[config.mk]
export PLATFORM = sky130hd
export DESIGN_NAME = elapsed_time_statistics
export DESIGN_NICKNAME = d
export VERILOG_FILES = /design/src/hw/rtl/ets_pkg.sv /design/src/hw/rtl/ets_datapath.sv /design/src/hw/rtl/ets_controller.sv /design/src/hw/rtl/elapsed_time_statistics.sv
export SDC_FILE = /design/constraint.sdc
export NUM_CORES = 2
export LEC_CHECK = 0
export BUFFER_PORTS_ARGS = -buffer_cell sky130_fd_sc_hd__buf_2
export CORE_MARGIN = 3
export CORE_UTILIZATION = 25
export CTS_BUF_LIST = sky130_fd_sc_hd__clkbuf_2
export DETAILED_ROUTE_END_ITERATION = 7
export GPL_TIMING_DRIVEN = 0
export PLACE_DENSITY = 0.39
export SYNTH_ARGS = -nofsm -noshare
export SYNTH_HDL_FRONTEND = slang
export SYNTH_HIERARCHICAL = 1
export SYNTH_SLANG_ARGS = --single-unit
[constraint.sdc]
create_clock -name clk_i -period 14.05 [get_ports clk_i]
set_clock_uncertainty 0.15 [all_clocks]
set_input_delay 1.405 -clock clk_i [delete_from_list [all_inputs] [get_ports clk_i]]
set_output_delay 1.405 -clock clk_i [all_outputs]
set_load 0.05 [all_outputs]
[src/hw/rtl/ets_pkg.sv]
// ----------------------------------------------------------------------------
// ets_pkg
// Shared constants, item types and controller/datapath command types for the
// elapsed time statistics block.
// ----------------------------------------------------------------------------
package ets_pkg;

  localparam int TIME_WIDTH     = 64;
  localparam int COUNT_WIDTH    = 32;
  localparam int MEAN_FRAC_BITS = 16;
  localparam int MEAN_WIDTH     = 48;
  localparam int SQ_FRAC_BITS   = 8;
  localparam int SQ_SHIFT       = 2 * MEAN_FRAC_BITS - SQ_FRAC_BITS;
  localparam int HALF_WIDTH     = MEAN_WIDTH / 2;
  localparam int PROD_WIDTH     = 2 * MEAN_WIDTH;
  localparam int STEP_WIDTH     = $clog2(MEAN_WIDTH);

  localparam logic [63:0] TIME_MASK = 64'((65'(1) << TIME_WIDTH) - 65'(1));
  localparam logic [COUNT_WIDTH-1:0] COUNT_MAX = '1;
  localparam logic [MEAN_WIDTH-1:0]  MEAN_MAX  = '1;
  localparam logic [63:0] MEAN_LIMIT = 64'(MEAN_MAX >> MEAN_FRAC_BITS);

  localparam logic [2:0] OP_BEGIN  = 3'd0;
  localparam logic [2:0] OP_END    = 3'd1;
  localparam logic [2:0] OP_SET    = 3'd2;
  localparam logic [2:0] OP_CANCEL = 3'd3;
  localparam logic [2:0] OP_CLEAR  = 3'd4;

  typedef struct packed {
    logic [2:0]         op;
    logic [63:0]        timestamp;
    logic signed [63:0] set_value;
  } in_item_t;

  typedef struct packed {
    logic [31:0] sample_count;
    logic [31:0] overrun_count;
    logic [63:0] total_time;
    logic [63:0] least_time;
    logic [63:0] most_time;
    logic [47:0] mean_time;
    logic [63:0] squared_dev_sum;
    logic        measuring;
  } out_item_t;

  typedef struct packed {
    logic       load;
    logic       div_step;
    logic       mean_upd;
    logic       mul_step;
    logic       dev_upd;
    logic       emit;
    logic [1:0] mul_idx;
  } cmd_t;

  typedef struct packed {
    logic sample;
  } status_t;

endpackage

[src/hw/rtl/ets_datapath.sv]
// ----------------------------------------------------------------------------
// ets_datapath
// Statistics registers, restoring divider, split multiplier and the result
// register of the elapsed time statistics block.
// ----------------------------------------------------------------------------
module ets_datapath (
  input  logic               clk_i,
  input  logic               rst_ni,
  input  ets_pkg::in_item_t  in_data_i,
  input  ets_pkg::cmd_t      cmd_i,
  output ets_pkg::status_t   status_o,
  output ets_pkg::out_item_t out_data_o
);
  import ets_pkg::*;

  logic [TIME_WIDTH-1:0]  start_q, start_d;
  logic [COUNT_WIDTH-1:0] count_q, count_d;
  logic [COUNT_WIDTH-1:0] overrun_q, overrun_d;
  logic [63:0]            sum_q, sum_d;
  logic [63:0]            min_q, min_d;
  logic [63:0]            max_q, max_d;
  logic [MEAN_WIDTH-1:0]  mean_q, mean_d;
  logic [63:0]            dev_q, dev_d;

  logic [MEAN_WIDTH-1:0]  x_q, a_q, b_q, quo_q;
  logic                   up_q;
  logic [COUNT_WIDTH-1:0] rem_q, div_q;
  logic [PROD_WIDTH-1:0]  acc_q;
  out_item_t              out_q;

  logic [TIME_WIDTH-1:0]  ts, diff;
  logic [63:0]            sv_u, d;
  logic                   overrun, sample_ok;
  logic [COUNT_WIDTH-1:0] count_inc, overrun_inc;
  logic [64:0]            sum_wide;
  logic [63:0]            sum_sat;
  logic [MEAN_WIDTH-1:0]  x_new, a_new;
  logic                   up_new;

  // sample classification
  always_comb begin
    ts        = in_data_i.timestamp[TIME_WIDTH-1:0];
    diff      = ts - start_q;
    sv_u      = in_data_i.set_value;
    overrun   = 1'b0;
    sample_ok = 1'b0;
    d         = '0;
    case (in_data_i.op)
      OP_END: begin
        if (start_q != '0) begin
          if (diff[TIME_WIDTH-1]) begin
            overrun = 1'b1;
          end else begin
            sample_ok = 1'b1;
            d         = 64'(diff);
          end
        end
      end
      OP_SET: begin
        if (sv_u[63]) begin
          overrun = 1'b1;
        end else begin
          sample_ok = 1'b1;
          d         = (sv_u > TIME_MASK) ? TIME_MASK : sv_u;
        end
      end
      default: ;
    endcase
  end

  assign status_o.sample = sample_ok;

  always_comb begin
    count_inc   = (count_q == COUNT_MAX) ? count_q : count_q + COUNT_WIDTH'(1);
    overrun_inc = (overrun_q == COUNT_MAX) ? overrun_q : overrun_q + COUNT_WIDTH'(1);
    sum_wide    = 65'(sum_q) + 65'(d);
    sum_sat     = sum_wide[64] ? '1 : sum_wide[63:0];
    x_new       = (d > MEAN_LIMIT) ? MEAN_MAX : MEAN_WIDTH'(d << MEAN_FRAC_BITS);
    up_new      = (x_new >= mean_q);
    a_new       = up_new ? (x_new - mean_q) : (mean_q - x_new);
  end

  // divider step: shift in one dividend bit, subtract when it fits
  logic [COUNT_WIDTH:0]   rem_sh;
  logic                   fits;
  logic [COUNT_WIDTH-1:0] rem_nx;

  always_comb begin
    rem_sh = {rem_q, quo_q[MEAN_WIDTH-1]};
    fits   = (rem_sh >= {1'b0, div_q});
    rem_nx = fits ? COUNT_WIDTH'(rem_sh - {1'b0, div_q}) : rem_sh[COUNT_WIDTH-1:0];
  end

  logic [MEAN_WIDTH-1:0] mean_new, b_new;

  always_comb begin
    mean_new = up_q ? (mean_q + quo_q) : (mean_q - quo_q);
    b_new    = up_q ? (x_q - mean_new) : (mean_new - x_q);
  end

  // one 24 by 24 partial product per cycle
  logic [HALF_WIDTH-1:0]   a_part, b_part;
  logic [2*HALF_WIDTH-1:0] pp;
  logic [PROD_WIDTH-1:0]   pp_ext, pp_sh;
  logic [1:0]              pp_pos;

  always_comb begin
    a_part = cmd_i.mul_idx[1] ? a_q[MEAN_WIDTH-1:HALF_WIDTH] : a_q[HALF_WIDTH-1:0];
    b_part = cmd_i.mul_idx[0] ? b_q[MEAN_WIDTH-1:HALF_WIDTH] : b_q[HALF_WIDTH-1:0];
    pp     = a_part * b_part;
    pp_ext = PROD_WIDTH'(pp);
    pp_pos = {1'b0, cmd_i.mul_idx[1]} + {1'b0, cmd_i.mul_idx[0]};
    case (pp_pos)
      2'd0:    pp_sh = pp_ext;
      2'd1:    pp_sh = pp_ext << HALF_WIDTH;
      default: pp_sh = pp_ext << (2 * HALF_WIDTH);
    endcase
  end

  logic [127:0] prod_sh;
  logic [63:0]  prod_sat;
  logic [64:0]  dev_wide;
  logic [63:0]  dev_sat;

  always_comb begin
    prod_sh  = 128'(acc_q) >> SQ_SHIFT;
    prod_sat = (|prod_sh[127:64]) ? '1 : prod_sh[63:0];
    dev_wide = 65'(dev_q) + 65'(prod_sat);
    dev_sat  = dev_wide[64] ? '1 : dev_wide[63:0];
  end

  always_comb begin
    start_d   = start_q;
    count_d   = count_q;
    overrun_d = overrun_q;
    sum_d     = sum_q;
    min_d     = min_q;
    max_d     = max_q;
    mean_d    = mean_q;
    dev_d     = dev_q;
    if (cmd_i.load) begin
      case (in_data_i.op)
        OP_BEGIN: start_d = ts;
        OP_END, OP_SET: begin
          if (overrun) begin
            overrun_d = overrun_inc;
          end
          if (sample_ok) begin
            count_d = count_inc;
            sum_d   = sum_sat;
            start_d = '0;
            if (min_q == '0 || d < min_q) begin
              min_d = d;
            end
            if (d > max_q) begin
              max_d = d;
            end
          end
        end
        OP_CANCEL: start_d = '0;
        OP_CLEAR: begin
          start_d = '0;
          count_d = '0;
          sum_d   = '0;
          min_d   = '0;
          max_d   = '0;
          mean_d  = '0;
          dev_d   = '0;
        end
        default: ;
      endcase
    end
    if (cmd_i.mean_upd) begin
      mean_d = mean_new;
    end
    if (cmd_i.dev_upd) begin
      dev_d = dev_sat;
    end
  end

  always_ff @(posedge clk_i or negedge rst_ni) begin
    if (!rst_ni) begin
      start_q   <= '0;
      count_q   <= '0;
      overrun_q <= '0;
      sum_q     <= '0;
      min_q     <= '0;
      max_q     <= '0;
      mean_q    <= '0;
      dev_q     <= '0;
    end else begin
      start_q   <= start_d;
      count_q   <= count_d;
      overrun_q <= overrun_d;
      sum_q     <= sum_d;
      min_q     <= min_d;
      max_q     <= max_d;
      mean_q    <= mean_d;
      dev_q     <= dev_d;
    end
  end

  // working registers, no reset needed
  always_ff @(posedge clk_i) begin
    if (cmd_i.load) begin
      x_q   <= x_new;
      up_q  <= up_new;
      a_q   <= a_new;
      quo_q <= a_new;
      rem_q <= '0;
      div_q <= count_inc;
    end
    if (cmd_i.div_step) begin
      rem_q <= rem_nx;
      quo_q <= {quo_q[MEAN_WIDTH-2:0], fits};
    end
    if (cmd_i.mean_upd) begin
      b_q   <= b_new;
      acc_q <= '0;
    end
    if (cmd_i.mul_step) begin
      acc_q <= acc_q + pp_sh;
    end
    if (cmd_i.emit) begin
      out_q.sample_count    <= 32'(count_q);
      out_q.overrun_count   <= 32'(overrun_q);
      out_q.total_time      <= sum_q;
      out_q.least_time      <= min_q;
      out_q.most_time       <= max_q;
      out_q.mean_time       <= mean_q;
      out_q.squared_dev_sum <= dev_q;
      out_q.measuring       <= (start_q != '0);
    end
  end

  assign out_data_o = out_q;

  // remainder of the divider stays below the divisor
  assert property (@(posedge clk_i) disable iff (!rst_ni)
    cmd_i.div_step |=> rem_q < div_q)
    else $error("divider remainder not below divisor");

  // mean moves towards the sample and never past it
  assert property (@(posedge clk_i) disable iff (!rst_ni)
    (cmd_i.mean_upd && up_q) |=> mean_q <= x_q)
    else $error("rising mean overshoots sample");

  assert property (@(posedge clk_i) disable iff (!rst_ni)
    (cmd_i.mean_upd && !up_q) |=> mean_q >= x_q)
    else $error("falling mean overshoots sample");

endmodule

[src/hw/rtl/ets_controller.sv]
// ----------------------------------------------------------------------------
// ets_controller
// Sequencer for the elapsed time statistics block: takes an item, walks the
// divider and multiplier for a sample, and hands the snapshot to the output register.
// ----------------------------------------------------------------------------
module ets_controller (
  input  logic             clk_i,
  input  logic             rst_ni,
  input  logic             in_valid_i,
  output logic             in_stall_o,
  output logic             out_valid_o,
  input  logic             out_stall_i,
  input  ets_pkg::status_t status_i,
  output ets_pkg::cmd_t    cmd_o
);
  import ets_pkg::*;

  typedef enum logic [5:0] {
    S_IDLE     = 6'b000001,
    S_DIVIDE   = 6'b000010,
    S_UPDATE   = 6'b000100,
    S_MULTIPLY = 6'b001000,
    S_COMMIT   = 6'b010000,
    S_EMIT     = 6'b100000
  } state_e;

  localparam logic [STEP_WIDTH-1:0] DIV_LAST = STEP_WIDTH'(MEAN_WIDTH - 1);

  state_e                state_q, state_d;
  logic [STEP_WIDTH-1:0] cnt_q, cnt_d;
  logic                  out_valid_q, out_valid_d;

  always_comb begin
    state_d = state_q;
    cnt_d   = cnt_q;
    cmd_o   = '0;
    cmd_o.mul_idx = cnt_q[1:0];
    case (state_q)
      S_IDLE: begin
        if (in_valid_i) begin
          cmd_o.load = 1'b1;
          cnt_d      = '0;
          state_d    = status_i.sample ? S_DIVIDE : S_EMIT;
        end
      end
      S_DIVIDE: begin
        cmd_o.div_step = 1'b1;
        if (cnt_q == DIV_LAST) begin
          cnt_d   = '0;
          state_d = S_UPDATE;
        end else begin
          cnt_d = cnt_q + STEP_WIDTH'(1);
        end
      end
      S_UPDATE: begin
        cmd_o.mean_upd = 1'b1;
        state_d        = S_MULTIPLY;
      end
      S_MULTIPLY: begin
        cmd_o.mul_step = 1'b1;
        if (cnt_q[1:0] == 2'b11) begin
          cnt_d   = '0;
          state_d = S_COMMIT;
        end else begin
          cnt_d = cnt_q + STEP_WIDTH'(1);
        end
      end
      S_COMMIT: begin
        cmd_o.dev_upd = 1'b1;
        state_d       = S_EMIT;
      end
      S_EMIT: begin
        if (!out_valid_q || !out_stall_i) begin
          cmd_o.emit = 1'b1;
          state_d    = S_IDLE;
        end
      end
      default: state_d = S_IDLE;
    endcase
  end

  always_comb begin
    if (cmd_o.emit) begin
      out_valid_d = 1'b1;
    end else if (!out_stall_i) begin
      out_valid_d = 1'b0;
    end else begin
      out_valid_d = out_valid_q;
    end
  end

  always_ff @(posedge clk_i or negedge rst_ni) begin
    if (!rst_ni) begin
      state_q     <= S_IDLE;
      cnt_q       <= '0;
      out_valid_q <= 1'b0;
    end else begin
      state_q     <= state_d;
      cnt_q       <= cnt_d;
      out_valid_q <= out_valid_d;
    end
  end

  assign in_stall_o  = (state_q != S_IDLE);
  assign out_valid_o = out_valid_q;

  assert property (@(posedge clk_i) disable iff (!rst_ni)
    $onehot0({cmd_o.load, cmd_o.div_step, cmd_o.mean_upd,
              cmd_o.mul_step, cmd_o.dev_upd, cmd_o.emit}))
    else $error("more than one datapath command at once");

  assert property (@(posedge clk_i) disable iff (!rst_ni)
    (state_q == S_DIVIDE && cnt_q == DIV_LAST) |=> state_q == S_UPDATE)
    else $error("divide did not end after its last step");

  // items with no sample go straight to the result
  assert property (@(posedge clk_i) disable iff (!rst_ni)
    (in_valid_i && !in_stall_o && !status_i.sample) |=> state_q == S_EMIT)
    else $error("non-sample transfer did not go to emit");

endmodule

[src/hw/rtl/elapsed_time_statistics.sv]
// ----------------------------------------------------------------------------
// elapsed_time_statistics
// Latency monitor keeping count, total, min, max and running mean/variance.
// ----------------------------------------------------------------------------
// usage:
//   input channel (in_valid_i / in_stall_o / in_data_i) carries one operation:
//   begin, end, set duration, cancel or clear. every transfer produces exactly
//   one snapshot on the output channel (out_valid_o / out_stall_i /
//   out_data_o), taken after the item has updated the statistics.
//   begin, cancel, clear, overruns and ends with nothing open go from the load
//   step straight to the emit step. an accepted sample walks these steps in
//   order: load, the bit-per-cycle divide of the mean step by the count, mean
//   update, the 24x24 partial products of the deviation term, commit and the
//   load of the output register. one item is worked at a time: no new input is
//   taken until its snapshot is loaded; input is taken again the cycle after
//   the snapshot is loaded, even while it still waits downstream.
//   a stalled receiver holds the snapshot; a finished item waits in the emit
//   step until the output register is free. reset clears all statistics and
//   closes any open measurement; no output is valid after reset.
// ----------------------------------------------------------------------------
module elapsed_time_statistics (
  input  logic               clk_i,
  input  logic               rst_ni,
  input  logic               in_valid_i,
  output logic               in_stall_o,
  input  ets_pkg::in_item_t  in_data_i,
  output logic               out_valid_o,
  input  logic               out_stall_i,
  output ets_pkg::out_item_t out_data_o
);
  import ets_pkg::*;

  cmd_t    cmd;
  status_t status;

  ets_controller u_ctrl (
    .clk_i       (clk_i),
    .rst_ni      (rst_ni),
    .in_valid_i  (in_valid_i),
    .in_stall_o  (in_stall_o),
    .out_valid_o (out_valid_o),
    .out_stall_i (out_stall_i),
    .status_i    (status),
    .cmd_o       (cmd)
  );

  ets_datapath u_dp (
    .clk_i      (clk_i),
    .rst_ni     (rst_ni),
    .in_data_i  (in_data_i),
    .cmd_i      (cmd),
    .status_o   (status),
    .out_data_o (out_data_o)
  );

endmodule

==> impl_metrics.json <==
{
  "clockBufferDepth": 4,
  "grt_setup_unrepaired": "no",
  "yosysMostFrequentCell": "inv_1",
  "antenna_found_initial": 40,
  "busiest_layer": "met2",
  "syn2layout_area_growth_pct": 16.2,
  "start_util": 0.251,
  "grt.met2_usage": 0.345,
  "drive_gt1_frac": 0.143,
  "cp.required_ns": 15.41,
  "coreArea_mm2": 0.386,
  "io-pin-count": 506,
  "critPathLaunchType": "flip-flop",
  "syn_inst": 10300,
  "routabilityCongestion": 0.898,
  "port_buffers": 501,
  "maxSlewHeadroom": 0.0112,
  "async_reset_ff_frac": 0.386,
  "hp-class": "reg2reg",
  "die_area_mm2": 0.395,
  "clock.fmax_mhz": 73.7,
  "grt_overflow_total": 0,
  "use_met3": 0.0304,
  "syn_area_mm2": 0.0969,
  "cp_slowest_cell": "xnor2_1",
  "wirelength_um": 413000,
  "nNetsFinal": 12900,
  "final_util": 0.292,
  "ys_types": 103,
  "hpwl_um": 341000,
  "synth_top_cell_area_share": 0.218,
  "period_share": 0.965,
  "violations": "capacitance limit",
  "grt_pass1_wl_um": 594000,
  "worstMarginPinSlew_ns": 1.47,
  "crit_type": "reg2reg",
  "drtIter0Drc": 5918,
  "ys.flop_type": "edfxtp_1",
  "clkSinkCount": 1148,
  "critical-path-max-stage-delay_ns": 0.80,
  "critical_path_peak_fanout": 10,
  "yosys-top-cells-area": "edfxtp_1, dfrtp_1, ha_1, fa_1, a21oi_1",
  "slew_violations": 0,
  "die_h_um": 629,
  "crit_arrival_ns": 14.92,
  "ant_nets": 0,
  "synth_common_cells": "inv_1, nand2_1, ha_1",
  "cap_viol_max_count": 1,
  "clk_pin_slew_ns": 0.09,
  "postSynthAreaPerCell_um2": 9.38,
  "crit_top_cell": "fa_1",
  "grt_pass1_vias": 84600,
  "root_buffer": "clkbuf_2",
  "grtUsageTotal": 0.202,
  "numCtsBuffers": 344,
  "ys_ff_latch": 1148,
  "pre_cts_ws_ns": -3.31,
  "firstDrtPassIters": 6,
  "synth_edf_count": 705,
  "worst_slack_ns": 0.490,
  "setup_viol": 0,
  "ys_seq_area_frac": 0.333,
  "reg2reg_slack_ns": 0.49,
  "hold_violations": 0,
  "status": "finished, violations left",
  "die_x_um": 629,
  "vias_per_cell": 4.90,
  "num_vias": 82700,
  "clkLatencyLatePin_ns": 1.90,
  "fin_crit_ns": 13.56,
  "core.rowCount": 228,
  "drc": 0,
  "cts_tree": "done",
  "grt_util_met1": 0.257,
  "htreeDepth": 5,
  "min_path_cells": 0,
  "yosys_warnings": 6,
  "grt_max_degree": 110,
  "end_kind": "flip-flop",
  "synth_area_leader_cell": "edfxtp_1",
  "avgRoutedWirePerCell_um": 24.4,
  "reg2reg_depth": 45
}
==> sequential cells by signal (all words and copies together) (netlist names), 63 cells and up <==
signal,cells
u_dp/acc_q,96
u_dp/dev_q,64
u_dp/max_q,63
u_dp/min_q,63
u_dp/out_data_o,367
u_dp/start_q,64
u_dp/sum_q,64
==> layer usage <==
metal | vias up | wire length [um]
met5 | - | 190
li1 | 38600 | -
met2 | 2423 | 197000
met3 | 597 | 20900
met4 | 28 | 17200
met1 | 41000 | 178000
==> placed cells by master, fill, tap and decap left out, types with 134 or more instances in the layout <==
cell type,instances
a21o_1,338
a21oi_1,843
a31oi_1,134
and2_1,141
buf_2,531
clkbuf_1,323
clkbuf_2,534
dfrtp_1,442
dlygate4sd3_1,178
edfxtp_1,705
fa_1,492
ha_1,859
inv_1,1104
mux2_2,218
nand2_1,938
nand3_1,143
nand4_1,172
nor2_1,647
o21ai_0,548
o21bai_1,139
xnor2_1,345
xor2_1,205
==> final cells by class <==
cell class / instances / area, um2
clock inverters: 117 / 697
flip-flops and latches: 1148 / 32300
fillers: 41100 / 273000
repair buffers: 745 / 5330
multi-input cells: 7637 / 59300
well taps: 5175 / 6470
clock buffers: 507 / 2540
inverters: 1104 / 4140
plain buffers: 439 / 1890
diodes: 17 / 42.5
==> through the flow <==
step                      cells  hold slack (ns)  cell area (um2)  setup TNS (ns)
final                     16900            0.237           113000               0
after global routing      16900            0.113           113000               0
after CTS                 16900          0.00225           112000               0
after detailed placement  16100            0.284           107000         -137.25
after global placement    16000            0.289           106000        -2035.71
after floorplan           10300            0.273            96900               0
==> path summary, 6_finish.rpt <==
check,startpoint,to
setup / recovery,u_ctrl/cnt_q[1]$_DFFE_PN0P_,u_dp/acc_q[85]$_SDFFCE_PN0P_
hold / removal,u_dp/sum_q[6]$_DFFE_PN0P_,u_dp/out_data_o[247]$_DFFE_PP_
setup reg to reg,u_ctrl/cnt_q[1]$_DFFE_PN0P_,u_dp/acc_q[85]$_SDFFCE_PN0P_
hold reg to reg,u_dp/sum_q[6]$_DFFE_PN0P_,u_dp/out_data_o[247]$_DFFE_PP_
max in group asynchronous,rst_ni,u_dp/count_q[11]$_DFFE_PN0P_
min in group asynchronous,rst_ni,u_dp/dev_q[16]$_DFFE_PN0P_
==> critical path, delay by kind of cell, from the launching register on <==
family / cells / cell delay, ns
flops: 1 / 0.39
simple gates: 4 / 0.68
fa+ha+maj: 9 / 4.23
mux: 1 / 0.50
xor+xnor: 2 / 0.94
buf+inv: 11 / 1.76
compound gates: 18 / 4.55
==> logic make-up after synthesis <==
group	after synthesis	synth area share
fa+ha+maj	1351	0.212
mux	323	0.0362
flops	1148	0.333
xor+xnor	557	0.0503
other cells	1	0.0000387
compound gates	2621	0.169
simple gates	2783	0.138
buf+inv	1551	0.0611
==> timing repair <==
| item | 4_1_cts | 5_1_grt |
|---|---|---|
| cloned | 0 | 0 |
| pin swaps | 4 | 4 |
| hold buffers | 179 | 0 |
| setup buffers | 5 | 5 |
| resized for setup | 84 | 89 |
| setup endpoints to repair | 64 | 26 |
| endpoints found under the hold margin | 419 | 0 |
Power is left out: the tool's default activity adds up to more than one toggle a clock period on the data nets, which glitch-free logic cannot reach.
